File: src/rtl/aswpa_pkg.sv
package aswpa_pkg;

  localparam int DEPTH_DEF      = 8;
  localparam int DATA_WIDTH_DEF = 32;
  localparam int OP_W           = 3;
  localparam int STATUS_W       = 2;

  typedef enum logic [OP_W-1:0] {
    OP_PUSH  = 3'd0,
    OP_POP   = 3'd1,
    OP_PEEK  = 3'd2,
    OP_WRITE = 3'd3,
    OP_CLEAR = 3'd4
  } op_t;

  typedef enum logic [STATUS_W-1:0] {
    ST_OK    = 2'd0,
    ST_FULL  = 2'd1,
    ST_EMPTY = 2'd2,
    ST_RANGE = 2'd3
  } status_t;

  typedef enum logic [1:0] {
    S_IDLE,
    S_EXEC,
    S_RESP
  } state_t;

  // Commands from the controller to the datapath.
  typedef struct packed {
    logic load;
    logic exec;
  } ctrl_cmd_t;

endpackage

File: src/rtl/aswpa_ctrl.sv
module aswpa_ctrl (
  input  logic                  clk,
  input  logic                  rst_n,
  input  logic                  start,
  output logic                  busy,
  output logic                  out_valid,
  output aswpa_pkg::ctrl_cmd_t  cmd
);

  aswpa_pkg::state_t state_r, state_nxt;

  always_ff @(posedge clk) begin
    if (!rst_n) begin
      state_r <= aswpa_pkg::S_IDLE;
    end else begin
      state_r <= state_nxt;
    end
  end

  always_comb begin
    state_nxt = state_r;
    cmd       = '0;
    busy      = 1'b1;
    out_valid = 1'b0;
    case (state_r)
      aswpa_pkg::S_IDLE: begin
        busy = 1'b0;
        if (start) begin
          cmd.load  = 1'b1;
          state_nxt = aswpa_pkg::S_EXEC;
        end
      end
      aswpa_pkg::S_EXEC: begin
        cmd.exec  = 1'b1;
        state_nxt = aswpa_pkg::S_RESP;
      end
      aswpa_pkg::S_RESP: begin
        out_valid = 1'b1;
        state_nxt = aswpa_pkg::S_IDLE;
      end
      default: begin
        state_nxt = aswpa_pkg::S_IDLE;
      end
    endcase
  end

endmodule

File: src/rtl/aswpa_datapath.sv
module aswpa_datapath #(
  parameter int DEPTH      = aswpa_pkg::DEPTH_DEF,
  parameter int DATA_WIDTH = aswpa_pkg::DATA_WIDTH_DEF,
  parameter int CNT_W      = $clog2(DEPTH + 1)
) (
  input  logic                          clk,
  input  logic                          rst_n,
  input  aswpa_pkg::ctrl_cmd_t          cmd,
  input  logic [aswpa_pkg::OP_W-1:0]    in_op,
  input  logic [DATA_WIDTH-1:0]         in_value,
  input  logic [CNT_W-1:0]              in_position,
  output logic [DATA_WIDTH-1:0]         out_read_data,
  output logic [aswpa_pkg::STATUS_W-1:0] out_status,
  output logic [CNT_W-1:0]              out_entry_count,
  output logic                          out_is_empty,
  output logic                          out_is_full
);

  localparam int AW = (DEPTH > 1) ? $clog2(DEPTH) : 1;
  localparam logic [CNT_W-1:0] DEPTH_C = CNT_W'(DEPTH);

  logic [DATA_WIDTH-1:0]  mem_r [DEPTH];
  logic [DATA_WIDTH-1:0]  rd_q_r;
  logic [aswpa_pkg::OP_W-1:0] op_r;
  logic [DATA_WIDTH-1:0]  value_r;
  logic [CNT_W-1:0]       pos_r;
  logic [CNT_W-1:0]       count_r, count_nxt;
  aswpa_pkg::status_t     status_r, status_nxt;
  logic                   rd_ok_r;

  logic                   empty;
  logic                   full;
  logic                   pos_bad;
  logic [CNT_W-1:0]       pos_idx;
  logic [CNT_W-1:0]       top_idx;
  logic [AW-1:0]          addr;
  logic                   mem_we;
  logic                   mem_re;

  assign empty   = (count_r == '0);
  assign full    = (count_r == DEPTH_C);
  assign pos_bad = (pos_r == '0) || (pos_r > count_r);
  assign pos_idx = count_r - pos_r;
  assign top_idx = count_r - CNT_W'(1);

  always_comb begin
    count_nxt  = count_r;
    status_nxt = aswpa_pkg::ST_OK;
    mem_we     = 1'b0;
    mem_re     = 1'b0;
    addr       = count_r[AW-1:0];
    case (op_r)
      aswpa_pkg::OP_PUSH: begin
        if (full) begin
          status_nxt = aswpa_pkg::ST_FULL;
        end else begin
          mem_we    = 1'b1;
          count_nxt = count_r + CNT_W'(1);
        end
      end
      aswpa_pkg::OP_POP: begin
        addr = top_idx[AW-1:0];
        if (empty) begin
          status_nxt = aswpa_pkg::ST_EMPTY;
        end else begin
          mem_re    = 1'b1;
          count_nxt = top_idx;
        end
      end
      aswpa_pkg::OP_PEEK, aswpa_pkg::OP_WRITE: begin
        addr = pos_idx[AW-1:0];
        if (empty) begin
          status_nxt = aswpa_pkg::ST_EMPTY;
        end else if (pos_bad) begin
          status_nxt = aswpa_pkg::ST_RANGE;
        end else if (op_r == aswpa_pkg::OP_PEEK) begin
          mem_re = 1'b1;
        end else begin
          mem_we = 1'b1;
        end
      end
      aswpa_pkg::OP_CLEAR: begin
        count_nxt = '0;
      end
      default: begin
      end
    endcase
  end

  // Single-port entry store: one write or one read per operation.
  always_ff @(posedge clk) begin
    if (cmd.exec && mem_we) begin
      mem_r[addr] <= value_r;
    end
    if (cmd.exec && mem_re) begin
      rd_q_r <= mem_r[addr];
    end
  end

  always_ff @(posedge clk) begin
    if (cmd.load) begin
      op_r    <= in_op;
      value_r <= in_value;
      pos_r   <= in_position;
    end
    if (cmd.exec) begin
      status_r <= status_nxt;
    end
  end

  always_ff @(posedge clk) begin
    if (!rst_n) begin
      count_r <= '0;
      rd_ok_r <= 1'b0;
    end else if (cmd.exec) begin
      count_r <= count_nxt;
      rd_ok_r <= mem_re;
    end
  end

  assign out_read_data   = rd_ok_r ? rd_q_r : '0;
  assign out_status      = status_r;
  assign out_entry_count = count_r;
  assign out_is_empty    = (count_r == '0);
  assign out_is_full     = (count_r == DEPTH_C);

endmodule

File: src/rtl/array_stack_with_positional_access_unit.sv
// LIFO stack of DEPTH words with push, pop, peek and overwrite by position
// counted from the top (1 is the top entry), and clear.
// Input channel: an operation is transferred at a rising edge where start is
// high and busy is low; in_op, in_value and in_position are sampled there.
// Result channel: every operation yields one result, shown for exactly one
// cycle with out_valid high: read data, status, entry count and the empty
// and full flags after the operation. The receiver cannot stall the block,
// so a result is taken in the cycle it appears.
// Sequence: the command is captured at the input transfer, the single access
// to the entry memory is made in the execute state, and the result is shown
// in the response state that follows; busy falls in the cycle after the
// result. A new operation can be transferred only after the previous result
// has been presented.
// Reset (rst_n low, synchronous) empties the stack and returns the block to
// idle. The entry memory itself is not cleared; only entries below the
// count are ever read.
module array_stack_with_positional_access_unit #(
  parameter int DEPTH      = aswpa_pkg::DEPTH_DEF,
  parameter int DATA_WIDTH = aswpa_pkg::DATA_WIDTH_DEF,
  parameter int CNT_W      = $clog2(DEPTH + 1)
) (
  input  logic                           clk,
  input  logic                           rst_n,
  input  logic                           start,
  output logic                           busy,
  input  logic [aswpa_pkg::OP_W-1:0]     in_op,
  input  logic [DATA_WIDTH-1:0]          in_value,
  input  logic [CNT_W-1:0]               in_position,
  output logic                           out_valid,
  output logic [DATA_WIDTH-1:0]          out_read_data,
  output logic [aswpa_pkg::STATUS_W-1:0] out_status,
  output logic [CNT_W-1:0]               out_entry_count,
  output logic                           out_is_empty,
  output logic                           out_is_full
);

  aswpa_pkg::ctrl_cmd_t cmd;

  aswpa_ctrl u_ctrl (
    .clk       (clk),
    .rst_n     (rst_n),
    .start     (start),
    .busy      (busy),
    .out_valid (out_valid),
    .cmd       (cmd)
  );

  aswpa_datapath #(
    .DEPTH      (DEPTH),
    .DATA_WIDTH (DATA_WIDTH),
    .CNT_W      (CNT_W)
  ) u_datapath (
    .clk             (clk),
    .rst_n           (rst_n),
    .cmd             (cmd),
    .in_op           (in_op),
    .in_value        (in_value),
    .in_position     (in_position),
    .out_read_data   (out_read_data),
    .out_status      (out_status),
    .out_entry_count (out_entry_count),
    .out_is_empty    (out_is_empty),
    .out_is_full     (out_is_full)
  );

endmodule

File: config.mk
export PLATFORM = sky130hd
export DESIGN_NAME = array_stack_with_positional_access_unit
export DESIGN_NICKNAME = d
export VERILOG_FILES = /design/src/rtl/aswpa_pkg.sv /design/src/rtl/aswpa_ctrl.sv /design/src/rtl/aswpa_datapath.sv /design/src/rtl/array_stack_with_positional_access_unit.sv
export SDC_FILE = /design/constraint.sdc
export NUM_CORES = 1
export LEC_CHECK = 0
export ABC_AREA = 1
export BUFFER_PORTS_ARGS = -buffer_cell sky130_fd_sc_hd__buf_2
export CORE_MARGIN = 2
export CORE_UTILIZATION = 61
export CTS_CLUSTER_SIZE = 25
export DETAILED_ROUTE_END_ITERATION = 6
export PLACE_DENSITY = 0.8
export SLEW_MARGIN = 30
export SYNTH_ARGS = -nofsm -noshare
export SYNTH_HDL_FRONTEND = slang
export SYNTH_SLANG_ARGS = --single-unit
File: constraint.sdc
create_clock -name clk -period 4.1 [get_ports clk]
set_input_delay 0.41 -clock clk [delete_from_list [all_inputs] [get_ports clk]]
set_output_delay 0.41 -clock clk [all_outputs]
set_load 0.02 [all_outputs]
After elaboration in Yosys (flattened, before gate mapping)
Memories as Yosys holds them, arrays and structs flattened. A register that Yosys moved wholly into a read port is not among the register bits.
Cells that the tools add are included.
{"block": "op_classes", "eq_ne": 10, "n_reduce_logical": 10, "mux": 29, "magnitude_cmp": 1, "add_sub_neg": 3}
{"cell": "2-to-1 mux 32 bit", "count": 1}
{"cell": "2-to-1 mux 1 bit", "count": 16}
{"cell": "case mux 4 bit (3 select lines)", "count": 1}
{"cell": "logical NOT 4 bit", "count": 2}
{"cell": "2-to-1 mux 2 bit", "count": 4}
{"cell": "2-to-1 mux 4 bit", "count": 2}
{"cell": "== test 3 x 2 -> 1 bit, second input constant", "count": 2}
{"cell": "!= test 2 bit, second input constant", "count": 3}
{"cell": "case mux 2 bit (3 select lines)", "count": 1}
{"cell": "case mux 3 bit (2 select lines)", "count": 1}
{"cell": "adder 4 x 1 -> 4 bit, second input constant", "count": 1}
{"cell": "== test 4 bit, second input constant", "count": 1}
{"cell": "greater-than comparator 4 bit", "count": 1}
{"cell": "case mux 1 bit (2 select lines)", "count": 2}
{"cell": "case mux 2 bit (2 select lines)", "count": 1}
{"cell": "AND reduction 4 bit", "count": 1}
{"cell": "subtractor 4 x 1 -> 4 bit, second input constant", "count": 1}
{"cell": "== test 3 x 1 -> 1 bit, second input constant", "count": 1}
{"cell": "== test 3 bit, second input constant", "count": 1}
{"cell": "logical NOT 3 bit", "count": 1}
{"cell": "nonzero test 3 bit", "count": 1}
{"cell": "subtractor 3 bit", "count": 1}
{"cell": "== test 2 x 1 -> 1 bit, second input constant", "count": 1}
{"cell": "== test 2 bit, second input constant", "count": 1}
{"cell": "4 further kinds", "count": 5}
{"block": "word_totals", "regBits": 48, "n_memories": 1, "ram_bits": 256, "output_inout_bits": 42, "in_bits": 42}
{"memory": "u_datapath.mem_r", "depth": 8, "word_bits": 32, "read_ports": 1, "rd_clocked_by_memory_dff": 1, "write_ports": 1, "line_no": "aswpa_datapath.sv:22", "source": "logic [DATA_WIDTH-1:0] mem_r [DEPTH];"}

Longest topological paths before layout
Gate-level depths: netlist of run 1.
{"block": "depth", "ltp_word": 8, "depth_mapped": 14}

Hierarchy
A second synthesis of run 1 with hierarchy kept.
{"block": "unflattened", "hier_cells": 1271, "hier_area_um2": 14078.5}
{"module": "aswpa_datapath", "seq_area_each_um2": 9979.6, "cells_per_inst": 1257, "area_each_um2": 13983.4, "n_inst": 1}
{"module": "aswpa_ctrl", "seq_area_each_um2": 40.0, "cells_per_inst": 14, "area_each_um2": 95.1, "n_inst": 1}

Worst setup path before layout of run 1
Ideal clock, no wire load.
{"block": "synth_path", "kind": "flip-flop to flip-flop", "startpoint": "register u_datapath.count_r[0], in the netlist u_datapath.out_entry_count[0]", "endpoint": "memory u_datapath.mem_r[0][0] in the netlist's numbering, enable pin", "path_stages_with_launch": 11, "required_ps": 3679, "setup_slack_ps": 248, "setup_time_ps": 421, "t_arrival_ps": 3431, "period_less_slack_ps": 3852, "cell_sequence": "dfxtp_1 inv_1 ha_1 inv_1 fa_1 a21oi_1 nand2_1 o21ai_2 clkbuf_1 nand3_1 nor2_1"}
{"block": "synth_between", "elab_chain_len": 8, "word_cells_on_any_way": 14, "cone_classes": "2 x add/sub; 1 x order compare; 1 x eq/ne; 7 x mux; 3 x reduce/logical"}
{"item": "start, declared", "line_no": "aswpa_datapath.sv:27", "source": "logic [CNT_W-1:0] count_r, count_nxt;"}
{"item": "start signal, assigned", "line_no": "aswpa_datapath.sv:116", "source": "count_r <= count_nxt;"}
{"item": "greater-than comparator 4 bit", "line_no": "aswpa_datapath.sv:42", "source": "assign pos_bad = (pos_r == '0) || (pos_r > count_r);"}
{"item": "logical OR 1 bit", "line_no": "aswpa_datapath.sv:42"}
{"item": "2-to-1 mux 1 bit", "line_no": "aswpa_datapath.sv:74", "source": "end else if (pos_bad) begin"}
{"item": "2-to-1 mux 1 bit", "line_no": "aswpa_datapath.sv:72", "source": "if (empty) begin"}
{"item": "case mux 1 bit (2 select lines)", "line_no": "aswpa_datapath.sv:52", "source": "case (op_r)"}
{"item": "logical AND 1 bit", "line_no": "aswpa_datapath.sv:92", "source": "if (cmd.exec && mem_we) begin"}
{"item": "2-to-1 mux 1 bit", "line_no": "aswpa_datapath.sv:92"}
{"item": "2-to-1 mux 1 bit (not written as such)", "line_no": "aswpa_datapath.sv:93", "source": "mem_r[addr] <= value_r;"}
{"item": "end, declared", "line_no": "aswpa_datapath.sv:22"}
Parallel ways exist; a longest one is shown, timed or not.

Worst setup path after layout of run 1
{"block": "layout_path", "startpoint": "register u_datapath.count_r[2], in the netlist u_datapath.out_entry_count[2]", "endpoint": "memory u_datapath.mem_r[0][17] in the netlist's numbering, enable pin"}
The elaborated chain is that of the path after synthesis.

==> impl_results.md, run 1 <==
* Share of post-route cells with drive strength above 1 at 13.1%
* Post-synth EDFFs at 329
* Hold slack final at 60.3 ps
* Setup tns final at 0 ps
* Power per cell area at 479 nW/µm²
* Most frequent cells in the layout: 600 x nand2_1, 329 x edfxtp_1, 147 x nand3_1
* Clk root buf: clkbuf_16
* Sink Count at 336
* I/O pin count at 84
* Syn Inst Count at 1277
* Area leader, netlist: edfxtp_1
* Vias in the first global route at 9046
* Hold_buf cts at 0
* Worst-Skew Late Latency at 520 ps
* F_max at 0.285 GHz
* Net count, final at 1405
* DR vias/cell at 5.60
* CTS clk-pin slew, worst paths at 60 ps
* Final hold vios at 0
* Fin. max-slew vios at 0
* Final Core Density at 70.0%
* Commonest non-fill, non-tap cell in the layout: nand2_1
* CTS tree: yes
* Placed insts at 1603
* Post_cts resized at 0
* Dominant synthesized flop cell: edfxtp_1
* Initial core utilization at 62.1%
* Crit-path max FO at 14
* RePlAce Congestion at 0.843
* Synth area leaders: edfxtp_1 70%, nand2_1 16%, nand3_1 5.2%
* DRC at 0
* Synthesis-stage register bit count at 336
* Nature of the critical path endpoint: flip-flop
* Initial antenna violation count at 0
* Distinct cells, synth at 29
* DRT iter0 DRCs at 1038
* Post-route clock period utilization at 85.6%
* Tmin final at 3510 ps
* Final Setup Violations at 0
* TritonRoute pass-1 iters at 6
* Routed wire length per instance at 17.8 µm
* CP required at 4300 ps
* IR Drop Worst-Case VDD at 0.276 mV
* Layout area overhead at 12.8%
* Yosys synthesis warning count at 0
* Avg Synthesized Cell Area at 11.0 µm²
* Post-CTS Setup Bufs at 0
* HPWL after DPL at 17400 µm
* Final WL at 29600 µm
* Port Buffers at 83
* Via count at 9331
* Fillers at 1533
* Status: finished clean
* Rows at 55
* Yosys top cell area share at 70.5%
* CTS buffer count at 35
* CTS Buffer Depth at 3
* Clock skew at 22.2 ps
* Critical Path Start Type: flip-flop
* Asr flop ratio synth at 0%
* Post-synthesis sequential area ratio at 71.5%
* GRT Total Usage at 25.0%
* Largest net degree at the start of global routing at 101
* Critical path type: flip-flop to flip-flop
* Die W at 156 µm
* Htree depth at 2
* RSZ-0062 raised after global routing: false
* Worst Tran Pin Value at 836 ps
* Post-synth net total at 1327
* GRT Residual Overflow at 0
* Final ANT Viol Nets at 0
* HP Class: input port to flip-flop
* Core area at 22600 µm²
* First-pass GRT wire length at 47000 µm
* LEAKAGE at 6.75 nW
* Die area at 24200 µm²
* Inserted Diodes at 0
* Layout Cells excl Fill at 1667
* Data arrival, critical path at 3710 ps
* Die Height at 156 µm
* Slew HR at 44.1%
* Synthesized area at 14000 µm²
* Maxcap violations at 0
[power by group]
group	internal, mW	leakage, nW	switching (mW)
clock network	1.77	0.538	1.26
registers	3.84	3.04	0.0610
logic	0.185	3.17	0.470
[per-layer routing]
metal	track usage (%)	routed length (µm)	vias up
met5	0	0	-
met4	7.86	579	0
met3	3.58	2590	50
met2	40.8	14300	453
met1	35.4	12100	4419
li1	-	-	4409
[registers in the layout (all words and copies together) (netlist names)]
register and cells:
u_datapath.out_entry_count 4, u_datapath.rd_ok_r 1, u_datapath.value_r 32, u_datapath.out_status 2
u_ctrl.state_r 2, u_datapath.pos_r 4, u_datapath.op_r 3, u_datapath.mem_r 256
u_datapath.rd_q_r 32
[cell type report]
cell class                 instances  area (µm²)  area share [%]
clock inverter                    18         154           0.973
multi-input combinational        809        3480            22.0
timing repair buffer             108         607            3.84
inverter                          65         244            1.54
tap                              285         357            2.26
sequential                       336       10000            63.4
clock buffer                      46         948            6.00
[synthesized netlist by cell type, drive strengths merged, types with 7 or more instances]
cell / instances
inv: 65
a21oi: 7
nand3: 148
nand2: 603
clkbuf: 16
ha: 7
buf: 51
dfxtp: 7
o21ai: 9
nor2: 22
edfxtp: 329
[worst max-delay path: stages, from the launching register on]
cell and delay, ps:
dfxtp_1 570, inv_1 130, ha_1 350, nand2_1 70
inv_1 50, nand2_1 60, nand2_1 60, a21boi_0 320
nand3_1 110, nand2_1 90, nand2_1 440, nor2_4 610
buf_4 320
[path summary, 6_finish.rpt]
check	startpoint	endpoint	slack [ps]	cells past startpoint
min reg2reg	u_datapath.out_entry_count[0]$_SDFFE_PN0P_	u_datapath.out_entry_count[0]$_SDFFE_PN0P_	590	2
max reg2reg	u_datapath.out_entry_count[2]$_SDFFE_PN0P_	u_datapath.mem_r[0][17]$_DFFE_PP_	590	12
min	in_value[16]	u_datapath.value_r[16]$_DFFE_PP_	60	1
max	u_datapath.out_entry_count[2]$_SDFFE_PN0P_	u_datapath.mem_r[0][17]$_DFFE_PP_	590	12
[cells by family (layout without fill, tap and decap cells)]
logic type      count (synthesis)  count (layout)  share of synthesized area (%)
simple gates                  778             778                           22.3
flops                         336             336                           71.5
buf+inv                       132             237                           4.37
compound gates                 21              21                          0.902
fa+ha+maj                       8               8                          0.768
xor+xnor                        2               2                          0.125
[per-stage QoR]
stage	setup slack, ps	area (µm²)	power [mW]
6_report	591	15800	7.58
5_1_grt	292	15800	7.83
4_1_cts	655	15800	7.61
3_5_place_dp	679	14700	4.61
3_3_place_gp	763	14700	4.59
2_1_floorplan	248	14000	4.42
Power figures use the tool's default switching activity.
==> run 2, diff against run 1 <==
Settings changed: PLACE_DENSITY 0.8 to 0.78.
==> run 2 against run 1 <==
Against the previous run: via count down 0.86%; worst hold slack hardly changed; critical endpoint is now u_datapath.mem_r[0][1]$_DFFE_PP_; cell count is 0.24% higher.
==> impl_results.md, run 2 (synthesized netlist as in run 1, its figures left out) <==
* Layout Cells excl Fill at 1671
* Worst-Skew Late Latency at 520 ps
* First-pass GRT wire length at 46900 µm
* Final ANT Viol Nets at 0
* Nature of the critical path endpoint: flip-flop
* Placed insts at 1608
* Worst R2R Start: u_datapath.out_entry_count[2]$_SDFFE_PN0P_
* Worst R2R Path Depth at 13
* Finished Cell Area at 15900 µm²
* Fillers at 1546
* Status: finished clean
* Slew HR at 39.5%
* Rows at 55
* Power per cell area at 482 nW/µm²
* Sink Count at 336
* Crit path top cell by count: nand2_1
* Data arrival, critical path at 3360 ps
* Vias in the first global route at 9136
* Critical Path Start Type: flip-flop
* DR vias/cell at 5.54
* HPWL after DPL at 17000 µm
* DRT iter0 DRCs at 928
* RSZ-0062 raised after global routing: false
* Clock skew at 23.9 ps
* Layout area overhead at 13.3%
* GRT Total Usage at 25.0%
* Inserted Diodes at 0
* Maxcap violations at 0
* Post-CTS Setup Bufs at 0
* Sw Share at 22.9%
* Worst hold start: in_value[14]
* CTS Buffer Depth at 3
* Fin. max-slew vios at 0
* Core area at 22600 µm²
* Initial antenna violation count at 0
* Largest net degree at the start of global routing at 86
* CP delay by family, top: simple AND/OR/NAND/NOR gates
* Critical-path cell list: inv_1 -> ha_1 -> nand2_1 -> inv_1 -> nand2_1 -> nand2_1 -> a21boi_0 -> nand3_1 -> nand2_1 -> nand2_1 -> buf_4 -> nor2_4 -> buf_12
* Final WL at 29400 µm
* Net count, final at 1411
* Die W at 156 µm
* Clk root buf: clkbuf_16
* DRC at 0
* RePlAce Congestion at 0.894
* Tmin final at 3140 ps
* Commonest non-fill, non-tap cell in the layout: nand2_1
* Final Core Density at 70.4%
* Final Setup Violations at 0
* Post-route clock period utilization at 76.7%
* CTS tree: yes
* TritonRoute pass-1 iters at 6
* WP buf/inv at 4
* Largest register FFs at 256
* Psw at 1.75 mW
* Die Height at 156 µm
* Worst Tran Pin Value at 907 ps
* IR Drop Worst-Case VDD at 0.357 mV
* Pint at 5.90 mW
* Die area at 24200 µm²
* Final hold vios at 0
* Total power at 7.65 mW
* Crit-path max FO at 18
* Share of post-route cells with drive strength above 1 at 13.1%
* Initial core utilization at 62.1%
* GRT Residual Overflow at 0
* Worst Hold End: u_datapath.value_r[14]$_DFFE_PP_
* Largest regs: u_datapath.mem_r: 256 flops, u_datapath.rd_q_r: 32 flops, u_datapath.value_r: 32 flops
* Most frequent cells in the layout: 600 x nand2_1, 329 x edfxtp_1, 147 x nand3_1
* Comb power frac at 8.4%
* Clock Power Share at 40.6%
* Routed wire length per instance at 17.6 µm
* Critical Path Max Stage Delay at 570 ps
* Biggest register: u_datapath.mem_r
* DP Area at 14800 µm²
* Post_cts resized at 0
* Hold_buf cts at 0
* Via count at 9251
* Critical path type: flip-flop to flip-flop
* LEAKAGE at 6.79 nW
* I/O pin count at 84
* CTS buffer count at 36
* Htree depth at 2
* HP Class: input port to flip-flop
* Worst hold path depth at 1
* Critical path's slowest cell: dfxtp_1
* CTS clk-pin slew, worst paths at 50 ps
* Setup tns final at 0 ps
* Reg2reg setup slack at 960 ps
* Port Buffers at 83
* R2r endpoint: u_datapath.mem_r[0][1]$_DFFE_PP_
* Seq pwr share at 50.9%
* F_max at 0.318 GHz
* CP required at 4320 ps
run 2: changes by cell type in the layout (fill, tap and decap cells not counted):
cell,delta
buf_4,+5
clkbuf_1,+4
clkinv_2,-3
bufinv_16,+2
buf_12,+1
buf_6,-1
clkbuf_8,-1
clkinv_1,-1
clkinv_4,-1
clkinvlp_4,-1
run 2: worst max-delay path by stage:
| stage | end | cells after the start | slack (ps) | start |
|---|---|---|---|---|
| floorplan | u_datapath.mem_r[0][0]$_DFFE_PP_ | 10 | 250 | u_datapath.out_entry_count[0]$_SDFFE_PN0P_ |
| global placement | u_datapath.mem_r[0][3]$_DFFE_PP_ | 13 | 1150 | u_datapath.out_entry_count[2]$_SDFFE_PN0P_ |
| detailed placement | u_datapath.mem_r[0][3]$_DFFE_PP_ | 13 | 1020 | u_datapath.out_entry_count[2]$_SDFFE_PN0P_ |
| CTS | u_datapath.mem_r[0][29]$_DFFE_PP_ | 13 | 1020 | u_datapath.out_entry_count[2]$_SDFFE_PN0P_ |
| global route | u_datapath.mem_r[0][1]$_DFFE_PP_ | 13 | 790 | u_datapath.out_entry_count[2]$_SDFFE_PN0P_ |
| finish | u_datapath.mem_r[0][1]$_DFFE_PP_ | 13 | 960 | u_datapath.out_entry_count[2]$_SDFFE_PN0P_ |
run 2: area by class of cell:
cell class / instances / area [µm²] / area share [%]
flip-flops and latches: 336 / 10000 / 63.1
multi-input cells: 809 / 3480 / 21.9
clock buffers: 49 / 950 / 5.98
repair buffers: 113 / 653 / 4.11
well taps: 285 / 357 / 2.24
inverters: 65 / 244 / 1.54
clock inverters: 14 / 179 / 1.13
run 2: power by group through the flow:
stage               clock, mW  sequential, mW  combinational [mW]
global placement            0            3.96               0.618
CTS                      3.16            3.90               0.646
floorplan                   0            3.94               0.480
global route             3.28            3.90               0.727
finish                   3.11            3.90               0.646
detailed placement          0            3.97               0.635
run 2: through the flow:
| stage | hold slack, ps | setup WS (ps) |
|---|---|---|
| 6_report | 60.8 | 956 |
| 3_5_place_dp | 551 | 1020 |
| 4_1_cts | 44.1 | 1020 |
| 2_1_floorplan | 509 | 248 |
| 3_3_place_gp | 543 | 1150 |
| 5_1_grt | 46.3 | 788 |
run 2: layer usage:
layer	wire, µm	track usage (%)	up-vias
met4	724	8.48	0
met5	0	0	-
li1	-	-	4418
met2	14300	42.1	433
met3	2610	3.75	65
met1	11800	33.8	4335
